## config.mk

```make
export PLATFORM = sky130hd
export DESIGN_NAME = ir_voltage_to_distance_core
export DESIGN_NICKNAME = d
export VERILOG_FILES = /design/src/rtl/ivd_pkg.sv /design/src/rtl/ivd_fifo.sv /design/src/rtl/ivd_div.sv /design/src/rtl/ivd_front.sv /design/src/rtl/ivd_back.sv /design/src/rtl/ir_voltage_to_distance_core.sv
export VERILOG_INCLUDE_DIRS = /design/src /design/src/rtl
export SDC_FILE = /design/constraint.sdc
export NUM_CORES = 2
export LEC_CHECK = 0
export BUFFER_PORTS_ARGS = -buffer_cell sky130_fd_sc_hd__clkbuf_2
export CORE_AREA = 2 2 414 416
export CTS_CLUSTER_SIZE = 8
export DETAILED_ROUTE_END_ITERATION = 8
export DIE_AREA = 0 0 416 418
export HOLD_SLACK_MARGIN = 0.05
export PLACE_DENSITY_LB_ADDON = 0.2
export SLEW_MARGIN = 30
export SYNTH_ARGS = -nofsm -noshare
export SYNTH_HDL_FRONTEND = slang
export SYNTH_SLANG_ARGS = --single-unit
```

## constraint.sdc

```tcl
create_clock -name clk -period 9.05 [get_ports clk]
set_input_delay 1.3575 -clock clk [delete_from_list [all_inputs] [get_ports clk]]
set_output_delay 1.3575 -clock clk [all_outputs]
set_load 0.03 [all_outputs]
```

## src/rtl/ir_voltage_to_distance_core_macros.svh

```systemverilog
// ----------------------------------------------------------------------------
// ir_voltage_to_distance_core_macros: assertion macros
// Shared concurrent assertion forms clocked on clk with synchronous reset.
// ----------------------------------------------------------------------------
`ifndef IR_VOLTAGE_TO_DISTANCE_CORE_MACROS_SVH
`define IR_VOLTAGE_TO_DISTANCE_CORE_MACROS_SVH

// Same-cycle implication.
`define IVD_ASSERT_NOW(lbl, ante, cons, msg) \
  lbl: assert property (@(posedge clk) disable iff (!rst_n) (ante) |-> (cons)) else $error(msg);

// Next-cycle implication.
`define IVD_ASSERT_NEXT(lbl, ante, cons, msg) \
  lbl: assert property (@(posedge clk) disable iff (!rst_n) (ante) |=> (cons)) else $error(msg);

`endif

```

## src/rtl/ivd_pkg.sv

```systemverilog
// ----------------------------------------------------------------------------
// ivd_pkg: shared types and constants
// Item formats, curve coefficients, divider interface and back-end states.
// ----------------------------------------------------------------------------
`timescale 1ns / 1ps

package ivd_pkg;

  localparam int SEL_W      = 2;
  localparam int RAW_W      = 12;
  localparam int DIST_W     = 20;
  localparam int TABLE_ROWS = 3;

  localparam int DIV_NUM_W = 50;
  localparam int DIV_DEN_W = 40;
  localparam int DIV_QUO_W = 24;
  localparam int DIV_CNT_W = 5;

  localparam logic [DIV_CNT_W-1:0] K_T1 = 5'd24;
  localparam logic [DIV_CNT_W-1:0] K_T2 = 5'd23;

  // Reciprocals of 1000 for exact floor division by multiply and shift.
  // RECIP_V is ceil(2^38 / 1000) for dividends below 2^28.
  // RECIP_MM is ceil(2^31 / 1000) for dividends below 2^21.
  localparam logic [28:0] RECIP_V  = 29'd274877907;
  localparam logic [21:0] RECIP_MM = 22'd2147484;

  localparam logic [9:0]  V_ROUND   = 10'd500;
  localparam logic [13:0] SCALE_MM  = 14'd10;
  localparam logic [13:0] SCALE_UM  = 14'd10000;
  localparam logic [22:0] Q_MAX     = 23'h7FFFFF;
  localparam logic [DIST_W-1:0] DIST_MAX = 20'hFFFFF;

  typedef enum logic [1:0] {
    REQ_SENSOR_MM = 2'd0,
    REQ_SENSOR_UM = 2'd1,
    REQ_ROBOT_UM  = 2'd2,
    REQ_ROBOT_MM  = 2'd3
  } req_t;

  typedef struct packed {
    logic             valid;
    logic [SEL_W-1:0] sel;
    logic [RAW_W-1:0] raw;
    req_t             req;
  } job_t;

  // Signed members (c, e, cf) are two's complement.
  typedef struct packed {
    logic [20:0] a;
    logic [16:0] b;
    logic [18:0] c;
    logic [16:0] d;
    logic [19:0] e;
    logic [20:0] af;
    logic [16:0] bf;
    logic [19:0] cf;
    logic [15:0] offset_um;
  } coef_t;

  typedef struct packed {
    logic                 start;
    logic [DIV_NUM_W-1:0] num;
    logic [DIV_DEN_W-1:0] den;
    logic [DIV_CNT_W-1:0] nbits;
  } div_req_t;

  typedef struct packed {
    logic                 done;
    logic [DIV_QUO_W-1:0] quo;
  } div_rsp_t;

  typedef enum logic [3:0] {
    S_IDLE, S_V, S_T1, S_T2, S_SUM, S_CONV, S_SCALE, S_MM, S_DONE
  } back_state_t;

  function automatic coef_t coef_lookup(input logic [SEL_W-1:0] sel);
    coef_t r;
    case (sel)
      2'd1: begin
        r = '{a: 21'd887036, b: 17'd13664, c: -19'sd113030, d: 17'd13684,
              e: -20'sd203450, af: 21'd1216099, bf: 17'd38201, cf: -20'sd299926,
              offset_um: 16'd33300};
      end
      2'd2: begin
        r = '{a: 21'd1023823, b: 17'd17164, c: -19'sd146761, d: 17'd17151,
              e: -20'sd265257, af: 21'd1456728, bf: 17'd46439, cf: -20'sd382796,
              offset_um: 16'd54100};
      end
      default: begin
        r = '{a: 21'd902136, b: 17'd17623, c: -19'sd111811, d: 17'd17610,
              e: -20'sd212186, af: 21'd1109465, bf: 17'd36844, cf: -20'sd272223,
              offset_um: 16'd33300};
      end
    endcase
    return r;
  endfunction

endpackage

```

## src/rtl/ivd_fifo.sv

```systemverilog
// ----------------------------------------------------------------------------
// ivd_fifo: two-entry job queue
// Decouples the front end from the back end.
// ----------------------------------------------------------------------------
`timescale 1ns / 1ps

module ivd_fifo (
  input  logic          clk,
  input  logic          rst_n,
  input  logic          wr_en,
  input  ivd_pkg::job_t wr_data,
  output logic          full,
  input  logic          rd_en,
  output ivd_pkg::job_t rd_data,
  output logic          empty
);

  ivd_pkg::job_t mem_r [2];
  logic       wptr_r, wptr_nxt;
  logic       rptr_r, rptr_nxt;
  logic [1:0] cnt_r, cnt_nxt;

  assign full    = (cnt_r == 2'd2);
  assign empty   = (cnt_r == 2'd0);
  assign rd_data = mem_r[rptr_r];

  always_comb begin
    wptr_nxt = wptr_r ^ wr_en;
    rptr_nxt = rptr_r ^ rd_en;
    cnt_nxt  = cnt_r + {1'b0, wr_en} - {1'b0, rd_en};
  end

  always_ff @(posedge clk) begin
    if (!rst_n) begin
      wptr_r <= 1'b0;
      rptr_r <= 1'b0;
      cnt_r  <= 2'd0;
    end else begin
      wptr_r <= wptr_nxt;
      rptr_r <= rptr_nxt;
      cnt_r  <= cnt_nxt;
    end
  end

  always_ff @(posedge clk) begin
    if (wr_en) begin
      mem_r[wptr_r] <= wr_data;
    end
  end

endmodule

```

## src/rtl/ivd_div.sv

```systemverilog
// ----------------------------------------------------------------------------
// ivd_div: shared radix-2 restoring divider
// Produces an nbits-wide unsigned quotient, one bit per cycle.
// ----------------------------------------------------------------------------
`timescale 1ns / 1ps

module ivd_div (
  input  logic              clk,
  input  logic              rst_n,
  input  ivd_pkg::div_req_t req,
  output ivd_pkg::div_rsp_t rsp
);

  localparam int NW = ivd_pkg::DIV_NUM_W;
  localparam int DW = ivd_pkg::DIV_DEN_W;
  localparam int QW = ivd_pkg::DIV_QUO_W;
  localparam int CW = ivd_pkg::DIV_CNT_W;

  logic          busy_r, busy_nxt;
  logic [CW-1:0] cnt_r, cnt_nxt;
  logic [DW-1:0] rem_r, den_r;
  logic [NW-1:0] num_r;
  logic [QW-1:0] quo_r;
  logic [DW:0]   trial;
  logic          ge;
  logic [DW:0]   rem_step;

  // The quotient is known to fit in nbits, so the top part of the
  // dividend is already below the divisor and seeds the remainder.
  always_comb begin
    trial    = {rem_r, num_r[NW-1]};
    ge       = (trial >= {1'b0, den_r});
    rem_step = ge ? (trial - {1'b0, den_r}) : trial;
    busy_nxt = busy_r;
    cnt_nxt  = cnt_r;
    if (req.start) begin
      busy_nxt = 1'b1;
      cnt_nxt  = req.nbits;
    end else if (busy_r) begin
      if (cnt_r != '0) begin
        cnt_nxt = cnt_r - 1'b1;
      end else begin
        busy_nxt = 1'b0;
      end
    end
  end

  assign rsp.done = busy_r && (cnt_r == '0);
  assign rsp.quo  = quo_r;

  always_ff @(posedge clk) begin
    if (!rst_n) begin
      busy_r <= 1'b0;
      cnt_r  <= '0;
    end else begin
      busy_r <= busy_nxt;
      cnt_r  <= cnt_nxt;
    end
  end

  always_ff @(posedge clk) begin
    if (req.start) begin
      rem_r <= DW'(req.num >> req.nbits);
      num_r <= req.num << (6'(NW) - {1'b0, req.nbits});
      den_r <= req.den;
      quo_r <= '0;
    end else if (busy_r && (cnt_r != '0)) begin
      rem_r <= rem_step[DW-1:0];
      num_r <= {num_r[NW-2:0], 1'b0};
      quo_r <= {quo_r[QW-2:0], ge};
    end
  end

endmodule

```

## src/rtl/ivd_front.sv

```systemverilog
// ----------------------------------------------------------------------------
// ivd_front: input acceptance and classification
// Unpacks each input item, checks the sensor number and queues a job.
// ----------------------------------------------------------------------------
`timescale 1ns / 1ps

module ivd_front #(
  parameter int NUM_SENSORS = 3
) (
  input  logic          in_tvalid,
  output logic          in_tready,
  input  logic [15:0]   in_tdata,
  input  logic [3:0]    in_tuser,
  input  logic          fifo_full,
  output logic          push,
  output ivd_pkg::job_t job
);

  logic [1:0] sel;

  assign sel       = in_tuser[1:0];
  assign in_tready = !fifo_full;
  assign push      = in_tvalid && !fifo_full;

  always_comb begin
    job.valid = (int'(sel) < NUM_SENSORS) && (int'(sel) < ivd_pkg::TABLE_ROWS)
                && (in_tdata[15:12] == 4'd0 || in_tdata[15:12] != 4'd0);
    job.sel   = sel;
    job.raw   = in_tdata[11:0];
    job.req   = ivd_pkg::req_t'(in_tuser[3:2]);
  end

endmodule

```

## src/rtl/ivd_back.sv

```systemverilog
// ----------------------------------------------------------------------------
// ivd_back: curve evaluation and unit conversion
// Sequences the shared divider through the fit and drives the result register.
// ----------------------------------------------------------------------------
`timescale 1ns / 1ps
`include "ir_voltage_to_distance_core_macros.svh"

module ivd_back (
  input  logic              clk,
  input  logic              rst_n,
  input  logic              fast,
  input  logic              fifo_empty,
  input  ivd_pkg::job_t     fifo_rd_data,
  output logic              fifo_pop,
  output ivd_pkg::div_req_t div_req,
  input  ivd_pkg::div_rsp_t div_rsp,
  output logic              out_tvalid,
  input  logic              out_tready,
  output logic [23:0]       out_tdata,
  output logic [0:0]        out_tuser
);

  ivd_pkg::back_state_t state_r, state_nxt;
  ivd_pkg::job_t        job_r, job_nxt;
  ivd_pkg::coef_t       coef_r, coef_nxt;
  logic [18:0]          v_r, v_nxt;
  logic [19:0]          dd_r, dd_nxt;
  logic [39:0]          sq_r, sq_nxt;
  logic [23:0]          t1_r, t1_nxt;
  logic [24:0]          t2_r, t2_nxt;
  logic [22:0]          cm_r, cm_nxt;
  logic                 flag_r, flag_nxt;
  logic [36:0]          prod_r, prod_nxt;
  logic [21:0]          mmx_r, mmx_nxt;
  logic [19:0]          res_r, res_nxt;
  logic                 out_valid_r, out_valid_nxt;
  logic [19:0]          out_dist_r, out_dist_nxt;
  logic                 out_sat_r, out_sat_nxt;

  logic signed [26:0]   sum;
  logic [18:0]          cmag;
  logic [21:0]          um;
  logic [19:0]          v_ext;
  logic [27:0]          vx;
  logic [56:0]          vprod;
  logic [43:0]          mmprod;

  always_comb begin
    state_nxt     = state_r;
    job_nxt       = job_r;
    coef_nxt      = coef_r;
    v_nxt         = v_r;
    dd_nxt        = dd_r;
    sq_nxt        = {20'd0, dd_r} * {20'd0, dd_r};
    t1_nxt        = t1_r;
    t2_nxt        = t2_r;
    cm_nxt        = cm_r;
    flag_nxt      = flag_r;
    prod_nxt      = prod_r;
    mmx_nxt       = mmx_r;
    res_nxt       = res_r;
    out_valid_nxt = out_valid_r && !out_tready;
    out_dist_nxt  = out_dist_r;
    out_sat_nxt   = out_sat_r;
    fifo_pop      = 1'b0;
    div_req       = '0;
    // The sample in Q3.16 volts, rounded, by reciprocal multiplication.
    vx            = {fifo_rd_data.raw, 16'd0} + {18'd0, ivd_pkg::V_ROUND};
    vprod         = {29'd0, vx} * {28'd0, ivd_pkg::RECIP_V};
    mmprod        = {22'd0, mmx_r} * {22'd0, ivd_pkg::RECIP_MM};
    v_ext         = {1'b0, v_r};
    cmag          = coef_r.c[18] ? (~coef_r.c + 19'd1) : coef_r.c;
    sum = $signed({3'b000, t1_r}) + $signed({{2{t2_r[24]}}, t2_r})
        + $signed({{7{fast ? coef_r.cf[19] : coef_r.e[19]}}, fast ? coef_r.cf : coef_r.e});
    um  = {1'b0, prod_r[36:16]}
        + ((job_r.req == ivd_pkg::REQ_ROBOT_UM || job_r.req == ivd_pkg::REQ_ROBOT_MM)
           ? {6'd0, coef_r.offset_um} : 22'd0);

    case (state_r)
      ivd_pkg::S_IDLE: begin
        if (!fifo_empty) begin
          fifo_pop = 1'b1;
          job_nxt  = fifo_rd_data;
          coef_nxt = ivd_pkg::coef_lookup(fifo_rd_data.sel);
          flag_nxt = 1'b0;
          if (!fifo_rd_data.valid) begin
            res_nxt   = '0;
            state_nxt = ivd_pkg::S_DONE;
          end else begin
            v_nxt     = vprod[56:38];
            state_nxt = ivd_pkg::S_V;
          end
        end
      end
      ivd_pkg::S_V: begin
        dd_nxt        = v_ext + {3'd0, coef_r.d};
        div_req.start = 1'b1;
        div_req.num   = {13'd0, fast ? coef_r.af : coef_r.a, 16'd0};
        div_req.den   = {20'd0, v_ext + {3'd0, fast ? coef_r.bf : coef_r.b}};
        div_req.nbits = ivd_pkg::K_T1;
        state_nxt     = ivd_pkg::S_T1;
      end
      ivd_pkg::S_T1: begin
        if (div_rsp.done) begin
          t1_nxt = div_rsp.quo;
          if (fast) begin
            t2_nxt    = '0;
            state_nxt = ivd_pkg::S_SUM;
          end else begin
            div_req.start = 1'b1;
            div_req.num   = {cmag[17:0], 32'd0};
            div_req.den   = sq_r;
            div_req.nbits = ivd_pkg::K_T2;
            state_nxt     = ivd_pkg::S_T2;
          end
        end
      end
      ivd_pkg::S_T2: begin
        if (div_rsp.done) begin
          t2_nxt    = coef_r.c[18] ? (25'd0 - {1'b0, div_rsp.quo}) : {1'b0, div_rsp.quo};
          state_nxt = ivd_pkg::S_SUM;
        end
      end
      ivd_pkg::S_SUM: begin
        if (sum > $signed({4'd0, ivd_pkg::Q_MAX})) begin
          cm_nxt   = ivd_pkg::Q_MAX;
          flag_nxt = 1'b1;
        end else if (sum < 0) begin
          cm_nxt   = '0;
          flag_nxt = 1'b1;
        end else begin
          cm_nxt = sum[22:0];
        end
        state_nxt = ivd_pkg::S_CONV;
      end
      ivd_pkg::S_CONV: begin
        prod_nxt = {14'd0, cm_r} * {23'd0, (job_r.req == ivd_pkg::REQ_SENSOR_MM)
                                          ? ivd_pkg::SCALE_MM : ivd_pkg::SCALE_UM};
        state_nxt = ivd_pkg::S_SCALE;
      end
      ivd_pkg::S_SCALE: begin
        if (job_r.req == ivd_pkg::REQ_ROBOT_MM) begin
          mmx_nxt   = um + {12'd0, ivd_pkg::V_ROUND};
          state_nxt = ivd_pkg::S_MM;
        end else begin
          if (um > {2'd0, ivd_pkg::DIST_MAX}) begin
            res_nxt  = ivd_pkg::DIST_MAX;
            flag_nxt = 1'b1;
          end else begin
            res_nxt = um[19:0];
          end
          state_nxt = ivd_pkg::S_DONE;
        end
      end
      ivd_pkg::S_MM: begin
        // Rounded mm stays far below the distance limit.
        res_nxt   = {7'd0, mmprod[43:31]};
        state_nxt = ivd_pkg::S_DONE;
      end
      ivd_pkg::S_DONE: begin
        if (!out_valid_r || out_tready) begin
          out_valid_nxt = 1'b1;
          out_dist_nxt  = res_r;
          out_sat_nxt   = flag_r;
          state_nxt     = ivd_pkg::S_IDLE;
        end
      end
      default: begin
        state_nxt = ivd_pkg::S_IDLE;
      end
    endcase
  end

  assign out_tvalid = out_valid_r;
  assign out_tdata  = {4'd0, out_dist_r};
  assign out_tuser  = out_sat_r;

  always_ff @(posedge clk) begin
    if (!rst_n) begin
      state_r     <= ivd_pkg::S_IDLE;
      out_valid_r <= 1'b0;
    end else begin
      state_r     <= state_nxt;
      out_valid_r <= out_valid_nxt;
    end
  end

  always_ff @(posedge clk) begin
    job_r      <= job_nxt;
    coef_r     <= coef_nxt;
    v_r        <= v_nxt;
    dd_r       <= dd_nxt;
    sq_r       <= sq_nxt;
    t1_r       <= t1_nxt;
    t2_r       <= t2_nxt;
    cm_r       <= cm_nxt;
    flag_r     <= flag_nxt;
    prod_r     <= prod_nxt;
    mmx_r      <= mmx_nxt;
    res_r      <= res_nxt;
    out_dist_r <= out_dist_nxt;
    out_sat_r  <= out_sat_nxt;
  end

  `IVD_ASSERT_NOW(a_done_in_wait, div_rsp.done, state_r == ivd_pkg::S_T1 || state_r == ivd_pkg::S_T2, "divider finished outside a wait state")
  `IVD_ASSERT_NOW(a_pop_idle, fifo_pop, state_r == ivd_pkg::S_IDLE && !fifo_empty, "job popped outside idle")
  `IVD_ASSERT_NEXT(a_done_loads, state_r == ivd_pkg::S_DONE && !out_valid_r, out_valid_r && state_r == ivd_pkg::S_IDLE, "finished result not loaded")

endmodule

```

## src/rtl/ir_voltage_to_distance_core.sv

```systemverilog
// ----------------------------------------------------------------------------
// ir_voltage_to_distance_core: infrared range sensor linearizer
// Converts raw sensor samples into distances with per-sensor fitted curves.
// ----------------------------------------------------------------------------
// Each input item carries a 12-bit sample in millivolts, a sensor number and
// a request kind; each produces exactly one result item holding the distance
// in sensor mm, sensor um, robot um or rounded robot mm, plus a flag that is
// set whenever the value was clamped at zero or at the top of its range.
// Sensor numbers at or above NUM_SENSORS (or the unused code 3) give a zero
// distance with the flag clear. The front end accepts items into a two-entry
// queue while the back end works, so input and output stall independently.
// Arithmetic keeps 16 fraction bits: the sample is Q3.16 volts and the
// signed curve sum is clamped to unsigned Q7.16. The fixed divisions by 1000
// use reciprocal multiplies; the curve terms run on one shared bit-serial
// divider (quotients of 24 and 23 bits; the fast fit uses only the first).
// Robot mm adds a rounding step; bad sensor numbers skip the curve. The back
// end finishes each item before taking the next; a stalled output holds it.
// Setting cfg_wr_en writes the fast_formula bit; write it only while no item
// is in flight. Reset is synchronous and active low.
// ----------------------------------------------------------------------------
`timescale 1ns / 1ps

module ir_voltage_to_distance_core #(
  parameter int NUM_SENSORS = 3
) (
  input  logic        clk,
  input  logic        rst_n,
  // Input item: tdata = raw_sample[11:0], zeros[15:12].
  // tuser = sensor_select[1:0], req_type[3:2].
  input  logic        in_tvalid,
  output logic        in_tready,
  input  logic [15:0] in_tdata,
  input  logic [3:0]  in_tuser,
  // Result item: tdata = distance[19:0], zeros[23:20]. tuser = saturated[0].
  output logic        out_tvalid,
  input  logic        out_tready,
  output logic [23:0] out_tdata,
  output logic [0:0]  out_tuser,
  // Configuration: fast_formula.
  input  logic        cfg_wr_en,
  input  logic [0:0]  cfg_wr_data
);

  logic              fast_r, fast_nxt;
  logic              push;
  logic              fifo_full;
  logic              fifo_empty;
  logic              fifo_pop;
  ivd_pkg::job_t     job_in;
  ivd_pkg::job_t     job_out;
  ivd_pkg::div_req_t div_req;
  ivd_pkg::div_rsp_t div_rsp;

  // The fit selection register holds across items.
  assign fast_nxt = cfg_wr_en ? cfg_wr_data[0] : fast_r;

  always_ff @(posedge clk) begin
    if (!rst_n) begin
      fast_r <= 1'b0;
    end else begin
      fast_r <= fast_nxt;
    end
  end

  ivd_front #(
    .NUM_SENSORS(NUM_SENSORS)
  ) u_front (
    .in_tvalid (in_tvalid),
    .in_tready (in_tready),
    .in_tdata  (in_tdata),
    .in_tuser  (in_tuser),
    .fifo_full (fifo_full),
    .push      (push),
    .job       (job_in)
  );

  ivd_fifo u_fifo (
    .clk     (clk),
    .rst_n   (rst_n),
    .wr_en   (push),
    .wr_data (job_in),
    .full    (fifo_full),
    .rd_en   (fifo_pop),
    .rd_data (job_out),
    .empty   (fifo_empty)
  );

  ivd_div u_div (
    .clk   (clk),
    .rst_n (rst_n),
    .req   (div_req),
    .rsp   (div_rsp)
  );

  ivd_back u_back (
    .clk          (clk),
    .rst_n        (rst_n),
    .fast         (fast_r),
    .fifo_empty   (fifo_empty),
    .fifo_rd_data (job_out),
    .fifo_pop     (fifo_pop),
    .div_req      (div_req),
    .div_rsp      (div_rsp),
    .out_tvalid   (out_tvalid),
    .out_tready   (out_tready),
    .out_tdata    (out_tdata),
    .out_tuser    (out_tuser)
  );

endmodule
```

# == After elaboration in Yosys (flattened, before gate mapping) ==
# Memory sizes are Yosys's and may differ from the RTL's. A register that Yosys moved wholly into a read port is not among the register bits.
# Cells that the tools add are included.
# totals
register_bits,592
mem_count,1
output_inout_bits,27
ramBits,34
# op_classes
bitwise,4
shift,2
n_eq_ne,22
n_reduce_logical,34
multipliers,4
muxes,54
magnitude_cmp,5
add_sub_neg,14
# memory_table
name,words,word_bits,read_ports,rd_ports_with_merged_regs,write_ports,line,rtl
u_fifo.mem_r,2,17,1,1,1,ivd_fifo.sv:18,ivd_pkg::job_t mem_r [2];
# op_table
cell,count
165-bit one-hot mux with 2 select lines,1
96-bit 2-to-1 mux,2
96-bit one-hot mux with 2 select lines,1
40-bit 2-to-1 mux,3
20-bit 2-to-1 mux,5
25-bit 2-to-1 mux,4
50-bit 2-to-1 mux,2
20-bit one-hot mux with 3 select lines,1
"28-bit by 29-bit multiplier with 57-bit output, second input constant",1
25-bit one-hot mux with 2 select lines,1
50-bit by 6-bit << shifter with 50-bit output,1
50-bit by 5-bit >> shifter with 40-bit output,1
"22-bit by 20-bit multiplier with 42-bit output, second input constant",1
41-bit by 40-bit >= comparator with 1-bit output,1
19-bit by 17-bit adder with 20-bit output,2
20-bit by 20-bit multiplier with 40-bit output,1
40-bit subtractor,1
23-bit by 14-bit multiplier with 37-bit output,1
4-bit one-hot mux with 9 select lines,1
"28-bit by 9-bit adder with 28-bit output, second input constant",1
26-bit by 21-bit adder with 27-bit output,1
"27-bit by 24-bit greater-than comparator with 1-bit output, second input constant",1
"27-bit by 1-bit less-than comparator with 1-bit output, second input constant",1
25-bit by 25-bit adder with 26-bit output,1
other kinds (47),103

# == Longest topological paths before layout ==
# logic_depth
depth_word,9
mapped_depth,29
ltp_nobuf,28

# == Cells and area by module ==
# A second synthesis with hierarchy kept.
# unflattened
hier_cells,5888
hier_area_um2,57211.1
# modules_own_cells
module,seq_area_each_um2,instances,cells_per_inst,area_per_inst_um2
ivd_back,7006.7,1,4290,41882.7
ivd_div,4504.3,1,1502,13643.1
ivd_fifo,1121.1,1,74,1515.2
ivd_front,0.0,1,19,133.9
ir_voltage_to_distance_core,20.0,1,3,36.3

# == Least setup slack after synthesis ==
# No wires, ideal clock.
# synth_timing
path_type,flip-flop to flip-flop
from,reg u_back.dd_r[2]
to,reg u_back.sq_r[35]
stages_incl_launch_ff,29
t_arrival_ps,7252
path_slack_ps,1726
synth_period_minus_slack_ps,7324
n_path_buf,2
cell_sequence,edfxtp_1 -> clkbuf_1 -> clkbuf_1 -> nand2_1 -> fa_1 -> inv_1 -> fa_1 -> inv_1 -> fa_1 -> inv_1 -> fa_1 -> inv_1 -> fa_1 -> inv_1 -> fa_1 -> inv_1 -> fa_1 -> inv_1 -> ha_1 -> nand3_1 -> a21oi_1 -> a211oi_2 -> a31oi_1 -> o41ai_1 -> nand2b_1 -> a211o_1 -> o21ba_2 -> a221oi_2 -> xnor2_1
# synth_via
elab_chain_len,1
# synth_rtl
item,line,rtl
start: declaration,ivd_back.sv:27,"logic [19:0] dd_r, dd_nxt;"
start signal: assignment,ivd_back.sv:192,dd_r <= dd_nxt;
20-bit by 20-bit multiplier with 40-bit output,ivd_back.sv:54,"sq_nxt = {20'd0, dd_r} * {20'd0, dd_r};"
net u_back.sq_nxt[35],ivd_back.sv:28,"logic [39:0] sq_r, sq_nxt;"
end signal: assignment,ivd_back.sv:193,sq_r <= sq_nxt;
end: declaration,ivd_back.sv:28,
# The timed path passes the listed nets, and every way through them passes these cells.
# A chain may end at the register's enable or synchronous reset.

==> results.md <==
- Status: complete, no violations
- Die area: 173900 um2
- Core Area: 169100 um2
- Total gr overflow: 0
- Worst-path clk slew: 0.06 ns
- Hold-fix buffers, CTS: 0
- Synth area leaders: fa_1 (23%), edfxtp_1 (21%), ha_1 (19%)
- Crit path time final: 8.094 ns
- Post-synth EDFFs: 351
- Critical path endpoint category: flip-flop
- Hold Crit Class: flip-flop to flip-flop
- Area of the mapped netlist: 50450 um2
- Slowest stage delay, CP: 0.72 ns
- Hpwl dp: 102.9 mm
- Fraction of layout cells with a size suffix above 1: 4.516%
- Post-CTS Resized: 0
- CTS tree: done
- Antenna Nets Post-Route: 0
- Residual DRC count: 0
- Final setup fails: 0
- Initial antenna violation count: 3
- IO buf count: 44
- Largest net degree at the start of global routing: 73
- Syn Inst Count: 4999
- Die Wd: 416 um
- CP required: 9.47 ns
- CP startpoint kind: flip-flop
- Setup Skew: 0.05981 ns
- Unique cell type count in the Yosys netlist: 93
- Largest area contributor in the netlist: fa_1
- Reg2reg path depth: 23
- First-pass GRT wire length: 201.6 mm
- Routed WL per cell: 17.07 um
- DRT Pass-1 Iters: 5
- Synth warn: 0
- Synthesized flop and latch total: 431
- Maximum buffer depth of the clock tree: 3
- Headroom to the max-slew limit: 34.58%
- I/O pin cnt: 53
- WS Path Type: flip-flop to flip-flop
- Final setup TNS: 0 ns
- Worst-margin pin slew: 0.9565 ns
- GR Util All Layers: 14.67%
- CTS root buf: clkbuf_16
- Worst reg2reg path endpoint: u_back.v_r[16]
- Beginning of the worst hold path: u_back.res_r[13]
- Height of the die: 418 um
- Unrepaired setup endpoints after global routing: no
- Core Rows: 151
- Syn_area_per_cell: 10.09 um2
- RD Place Congestion: 0.8443
- Arr. time, crit path: 8.51 ns
- # clock sinks: 431
- Vias: 33662
- Buf/Inv on CP: 4
- # fillers: 17384
- Max-cap violations: 0
- N_diodes: 0
- Crit-path leading delay family: adder cells
- Routed WL: 125.2 mm
- Crit path max fanout: 12
- Synth Flop Type: edfxtp_1
- Top-count cell post-synth: inv_1
- Num CTS Buffers: 61
- Synth top area share: 23.25%
- Area Overhead vs Synth: 9.695%
- Seq/Total Area, Yosys: 24.07%
- Starting Density: 29.83%
- Worst path slowest cell: dfxtp_1
- Max Freq: 123.5 MHz
- Initial DRC count: 1440
- Fraction of the cycle the final worst path needs: 89.44%
- H-tree Lvls: 2
- DR vias/cell: 4.590
- Most frequent CP cell: fa_1
- Vias in the first global route: 35620
- Endpoint, Worst Hold: u_back.out_dist_r[13]
- Setup bufs post-CTS: 0
- Hold Violations, Final: 0
- Clk Latency, worst-skew pair: 0.68 ns
- Flop-to-flop setup slack: 0.96 ns
- Synth cell count leaders: inv_1 (1070), ha_1 (773), fa_1 (586), edfxtp_1 (351), nand2_1 (297)
- Layout Nets: 6449
- Asr flop ratio synth: 0%
- Slew Limit Fails: 0
- Cell depth of the worst hold path: 0
- Critical path, cell by cell: buf_4, mux2i_1, inv_1, ha_1, inv_1, fa_1, fa_1, fa_1, fa_1, inv_1, fa_1, ha_1, ha_1, o21ai_0, o21ai_0, a21oi_1, a311oi_1, o211ai_1, a21oi_1, nor2_1, a21oi_1, o41a_1, xor2_1
-- kinds of logic (layout without fill, tap and decap cells) --
kind of cell	Yosys count	in the layout	synth area share (%)
buf+inv	1187	1280	8.949
mux	50	50	1.009
compound gates	775	775	10.12
xor+xnor	232	232	4.028
flops	431	431	24.07
simple gates	962	962	9.363
fa+ha+maj	1360	1360	42.45
other cells	2	25	0.01489
-- worst register-to-register path, stage by stage (launching register included) --
cell	delay [ns]
dfxtp_1	0.72
buf_4	0.32
mux2i_1	0.40
inv_1	0.28
ha_1	0.45
inv_1	0.13
fa_1	0.52
fa_1	0.54
fa_1	0.54
fa_1	0.55
inv_1	0.06
fa_1	0.48
ha_1	0.31
ha_1	0.35
o21ai_0	0.10
o21ai_0	0.27
a21oi_1	0.11
a311oi_1	0.66
o211ai_1	0.24
a21oi_1	0.24
nor2_1	0.10
a21oi_1	0.23
o41a_1	0.20
xor2_1	0.07
-- area by class of cell --
class	instances	area, um2	share of cell area (%)
Clock buffer	109	1757	3.174
Clock inverter	5	85.08	0.1537
Inverter	1071	4020	7.265
Multi-Input combinational cell	3404	33930	61.32
Sequential cell	431	12140	21.94
Tap cell	2218	2775	5.015
Timing Repair Buffer	95	628.1	1.135
-- layout by cell type, fill, tap and decap left out, types with 25 or more instances in the layout --
cell type	instances
xnor2_1	127
o21a_1	33
and2_1	142
clkbuf_2	44
a21oi_1	206
o21bai_1	27
mux2i_1	43
clkbuf_16	61
nand2_1	297
and3_1	33
dfxtp_1	80
a211oi_1	32
inv_1	1067
fa_1	586
nand3_1	56
nand2b_1	34
buf_4	49
conb_1	25
clkbuf_1	43
o21ai_0	153
a22o_1	29
nor2b_1	41
a21o_1	99
nor3_1	45
nor2_1	211
ha_1	772
edfxtp_1	351
xor2_1	105
-- sequential cells by signal, indices dropped and copies added, names as in the netlist, 5 cells and up, named ones only --
| register | count |
|---|---|
| u_back.cm_r | 23 |
| u_back.coef_r | 6 |
| u_back.dd_r | 20 |
| u_back.mmx_r | 22 |
| u_back.out_dist_r | 20 |
| u_back.prod_r | 21 |
| u_back.res_r | 20 |
| u_back.sq_r | 39 |
| u_back.t1_r | 24 |
| u_back.t2_r | 25 |
| u_back.v_r | 19 |
| u_div.cnt_r | 5 |
| u_div.den_r | 40 |
| u_div.num_r | 33 |
| u_div.quo_r | 24 |
| u_div.rem_r | 40 |
| u_fifo.mem_r | 34 |
-- through the flow --
| stage | area, um2 | hold WS (ns) | worst slack, ns | cells | utilization (%) |
|---|---|---|---|---|---|
| detailed placement | 53490 | 0.4045 | 0.9020 | 7219 | 31.63 |
| floorplan | 50530 | 0.3830 | 1.726 | 5022 | - |
| global placement | 53480 | 0.4033 | 0.9587 | 7219 | 31.63 |
| global route | 55340 | 0.4206 | 0.3596 | 7333 | 32.73 |
| finish | 55340 | 0.4031 | 0.9556 | 7333 | 32.73 |
| CTS | 55330 | 0.4088 | 0.8855 | 7333 | 32.72 |
-- routing by layer --
metal,track usage [%],part of all wire (%)
met5,0,0
met4,2.619,1.6
met3,1.518,2.4
met2,25.17,48
met1,20.13,48
-- how the worst max path moves through the flow --
stage	start	end	slack, ns	cells after the start
finish	flip-flop	u_back.v_r[16]	0.96	23
global route	flip-flop	u_back.v_r[16]	0.36	23
CTS	flip-flop	u_back.v_r[16]	0.89	23
detailed placement	flip-flop	u_back.v_r[16]	0.90	23
global placement	flip-flop	u_back.v_r[16]	0.96	23
floorplan	u_back.dd_r[2]	u_back.sq_r[35]	1.73	28
Power is not shown: default switching activity piles up to over one toggle a cycle in this logic, so the estimate is an artifact.
